$ cat src/hw/rtl/tdpg_pkg.sv
// shared widths, constants and types for the trial division prime generator
`timescale 1ns / 1ps
package tdpg_pkg;

    localparam int DATA_W          = 16;
    localparam int COUNT_W         = 13;
    localparam int INDEX_W         = 12;
    localparam int MAX_PRIMES_DEF  = 1024;

    localparam logic [COUNT_W-1:0] PRIME_COUNT_RESET = 13'd16;
    localparam logic [DATA_W-1:0]  CAND_RESET        = 16'd1;
    localparam logic [DATA_W-1:0]  CAND_MAX          = 16'hFFFF;

    typedef struct packed {
        logic valid;
        logic zero;
    } tdpg_mod_res_t;

    typedef enum logic [2:0] {
        ST_IDLE = 3'b001,
        ST_TEST = 3'b010,
        ST_DONE = 3'b100
    } tdpg_state_t;

endpackage

$ cat src/hw/rtl/tdpg_mod_pipe.sv
// pipelined remainder unit, one restoring step per stage, one divisor per cycle
`timescale 1ns / 1ps
module tdpg_mod_pipe (
    input  logic                         aclk,
    input  logic                         aresetn,
    input  logic                         flush,
    input  logic                         in_valid,
    input  logic [tdpg_pkg::DATA_W-1:0]  in_divisor,
    input  logic [tdpg_pkg::DATA_W-1:0]  dividend,
    output tdpg_pkg::tdpg_mod_res_t      res
);

    localparam int W = tdpg_pkg::DATA_W;

    logic         vld_reg [W];
    logic [W-1:0] rem_reg [W];
    logic [W-1:0] div_reg [W];

    logic         vld_in  [W];
    logic [W-1:0] rem_in  [W];
    logic [W-1:0] div_in  [W];
    logic [W:0]   trial   [W];
    logic [W:0]   diff    [W];
    logic [W-1:0] rem_next[W];

    always_comb begin
        for (int k = 0; k < W; k++) begin
            if (k == 0) begin
                vld_in[k] = in_valid;
                rem_in[k] = '0;
                div_in[k] = in_divisor;
            end else begin
                vld_in[k] = vld_reg[k-1];
                rem_in[k] = rem_reg[k-1];
                div_in[k] = div_reg[k-1];
            end
            trial[k] = {rem_in[k], dividend[W-1-k]};
            diff[k]  = trial[k] - {1'b0, div_in[k]};
            if (trial[k] >= {1'b0, div_in[k]}) begin
                rem_next[k] = diff[k][W-1:0];
            end else begin
                rem_next[k] = trial[k][W-1:0];
            end
        end
    end

    always_ff @(posedge aclk) begin
        for (int k = 0; k < W; k++) begin
            if (!aresetn || flush) begin
                vld_reg[k] <= 1'b0;
            end else begin
                vld_reg[k] <= vld_in[k];
            end
            rem_reg[k] <= rem_next[k];
            div_reg[k] <= div_in[k];
        end
    end

    assign res.valid = vld_reg[W-1];
    assign res.zero  = (rem_reg[W-1] == '0);

endmodule

$ cat config.mk
export PLATFORM = sky130hd
export DESIGN_NAME = tdpg_mod_pipe
export DESIGN_NICKNAME = d
export VERILOG_FILES = /design/src/hw/rtl/tdpg_pkg.sv /design/src/hw/rtl/tdpg_mod_pipe.sv
export SDC_FILE = /design/constraint.sdc
export NUM_CORES = 1
export LEC_CHECK = 0
export BUFFER_PORTS_ARGS = -buffer_cell sky130_fd_sc_hd__buf_2
export CORE_MARGIN = 4
export CORE_UTILIZATION = 40
export DETAILED_ROUTE_END_ITERATION = 16
export PLACE_DENSITY = 0.58
export SLEW_MARGIN = 20
export SYNTH_ARGS = -nofsm -noshare
export SYNTH_HDL_FRONTEND = slang
export SYNTH_SLANG_ARGS = --single-unit
$ cat constraint.sdc
create_clock -name aclk -period 3.65 [get_ports aclk]
set_input_delay 0.5475 -clock aclk [delete_from_list [all_inputs] [get_ports aclk]]
set_output_delay 0.5475 -clock aclk [all_outputs]
set_load 0.01 [all_outputs]
==> results.toml <==
[outcome]
status = "completed"

[synthesis]
synth_nets = 2885
yosysMostFrequentCell = "dfxtp_1"
synth_top_area_frac = 0.412
synthCells = 2592
ys.warnings.count = 0
synth_top_family_by_area = "compound AO/OA/AOI/OAI gates"
yosys_most_used_dff = "dfxtp_1"
synth_cell_types = 77
synth.yosys.seq_area_share = 0.412
synth_top_area_cell = "dfxtp_1"
synth_seq_cells = 512
synthArstFlopShare = 0
synth.cell_area_um2 = 24900
ys_top_cells_by_count = "512 x dfxtp_1, 308 x inv_1, 242 x ha_1"
synth_xor_area_frac = 0.0612
syn_avg_cell_area_um2 = 9.61
synth_fa_ha_area_frac = 0.134
muxShareOfSynthArea = 0.0785
synth_edf_count = 0
synthTopCellsByArea = "dfxtp_1 41%, ha_1 12%, mux2_2 6.2%"
synth_compound_area_frac = 0.159
synthSimpleGateAreaFrac = 0.102

[detailed_routing]
drtAntennaViolNets = 0
drt_wl_total_um = 53800
drtIter0Drc = 1000
first_pass_iters = 5
num_vias = 17950
vias_per_cell = 5.05
drc = 0
wl_per_cell_um = 15.1

[power_and_ir_drop]
power.total_uw = 18400
vdd_ir_drop_max_mv = 0.405
p_leak_uw = 0.0132
power.density_nw_per_um2 = 656

[timing]
slew_headroom = 0.519
grt_setup_unrepaired = "no"
holdWs_ns = 0.0560
min_period_ns = 3.10
final.period_utilization = 0.850
worstMarginPinSlew_ns = 0.704
fin_skew_ns = 0.0171
slew_violations = 0
finalSetupTns_ns = 0
fmax_mhz = 322
setup_violations = 0
hold_viol = 0

[clock_tree]
clockBufferDepth = 3
cts_tree = "done"
htree_num_levels = 2
cts_buffers = 56
cts.sinks = 512
clockRootBuffer = "clkbuf_16"
cts_hold_buf = 0
postCtsSetupRepairBufs = 0
cts_repair_resize_count = 0
insertion_delay_ns = 0.61
cts.reportedPaths.clkPinSlew_ns = 0.06

[hold_path]
hold_depth = 1
hp-class = "primary input to flop"
hp-start = "in_divisor[7]"

[setup_path]
end_kind = "flop"
crit_slowest_cell = "dfxtp_1"
critPathTopFamily = "compound AO/OA/AOI/OAI gates"
r2r_cells = 10
crit_buf_inv = 2
path_max_fanout = 16
path_class = "flop to flop"
crit_start = "div_reg[0][97]$_DFF_P_"
cp_data_arrival_time_ns = 3.59
cp.depth = 10
critical_path_required_ns = 4.14
startpoint_type = "flop"
r2r-start = "div_reg[0][97]$_DFF_P_"
crit_chain = "inv_1, ha_1, a21o_1, a221o_1, a31oi_2, o21ai_1, o211a_1, nor3_4, buf_4, mux2_2"
crit_path_max_incr_delay_ns = 0.45

[finish]
drive_above_1_share = 0.121
nets = 2965
antenna_cells = 0
area_growth_pct = 13.0
fin_util = 0.456
largest_reg_flops = 256
fillers = 5878
multiInputGateArea_um2 = 13300
seq_area_um2 = 10200

[grt]
grt_overflow = 0
antenna_found_initial = 0
track_usage = 0.159
grt_max_degree = 29
grt_pass1_vias = 17803
grt_pass1_wl_um = 88200

[floorplan]
die_area_um2 = 66300
initial_utilization = 0.403
num_rows = 91
die_h_um = 257
io_pins = 38
core-area_um2 = 61700
fp.dieW_um = 257

[placed_design]
dp_hpwl_um = 42100
io_buffers = 37
gp_congestion = 0.900

[run]
max_cap_violations = 0
## cell type report
class                      count  share of cell area
clock inverter                29              0.0150
sequential                   512               0.364
tap                          837              0.0372
multi-input combinational   1738               0.474
clock buffer                  72              0.0566
inverter                     308              0.0411
timing repair buffer          56              0.0121
## power breakdown
group | total, uW | switching, uW | internal (uW) | leakage (uW)
logic | 5590 | 2890 | 2700 | 0.00799
registers | 6820 | 454 | 6370 | 0.00427
clock network | 6030 | 2310 | 3710 | 0.000980
## cells in the final DEF (no fill, tap or decap), types with 13 or more instances in the layout
| master | count |
|---|---|
| a211oi_1 | 28 |
| a21boi_0 | 13 |
| a21o_1 | 69 |
| a21oi_1 | 163 |
| a31oi_1 | 14 |
| and2_1 | 22 |
| and3_1 | 15 |
| buf_2 | 37 |
| buf_4 | 18 |
| clkbuf_16 | 56 |
| clkbuf_8 | 13 |
| dfxtp_1 | 512 |
| fa_1 | 15 |
| ha_1 | 242 |
| inv_1 | 308 |
| mux2_2 | 136 |
| mux2i_1 | 18 |
| nand2_1 | 131 |
| nand2b_1 | 15 |
| nand3_1 | 31 |
| nand4_1 | 30 |
| nor2_1 | 152 |
| nor2b_1 | 24 |
| nor3_1 | 43 |
| nor4_1 | 15 |
| o21a_1 | 32 |
| o21ai_0 | 145 |
| o21bai_1 | 26 |
| o31a_1 | 18 |
| o31ai_1 | 14 |
| xnor2_1 | 107 |
| xor2_1 | 67 |
## kinds of logic after synthesis
logic type                 count (synthesis)
adders and majority gates                257
muxes                                    173
DFF                                      512
AOI/OAI and AO/OA                        613
and+or+nand+nor                          521
xor gates and xnor gates                 174
buffers and inverters                    342
## layer usage
| metal | up-vias | part of all wire | GRT usage |
|---|---|---|---|
| met5 | - | 0 | 0 |
| met4 | 0 | 0.020 | 0.0396 |
| met3 | 86 | 0.041 | 0.0280 |
| met2 | 280 | 0.48 | 0.277 |
| met1 | 8375 | 0.46 | 0.205 |
| li1 | 9209 | - | - |
## metrics by stage
| step | setup WS (ns) | std cells | cell area, um2 |
|---|---|---|---|
| after floorplan | 0.622 | 2592 | 24900 |
| after global placement | 0.351 | 3451 | 26100 |
| after detailed placement | 0.273 | 3451 | 26100 |
| after CTS | 0.548 | 3552 | 28100 |
| after global routing | 0.335 | 3552 | 28100 |
| final | 0.546 | 3552 | 28100 |
## worst paths after layout
kind	endpoint	slack (ns)
setup / recovery	rem_reg[0][115]$_DFF_P_	0.55
hold / removal	div_reg[0][7]$_DFF_P_	0.06
setup reg to reg	rem_reg[0][115]$_DFF_P_	0.55
hold reg to reg	div_reg[0][123]$_DFF_P_	0.35
(Power assumes the default switching activity.)
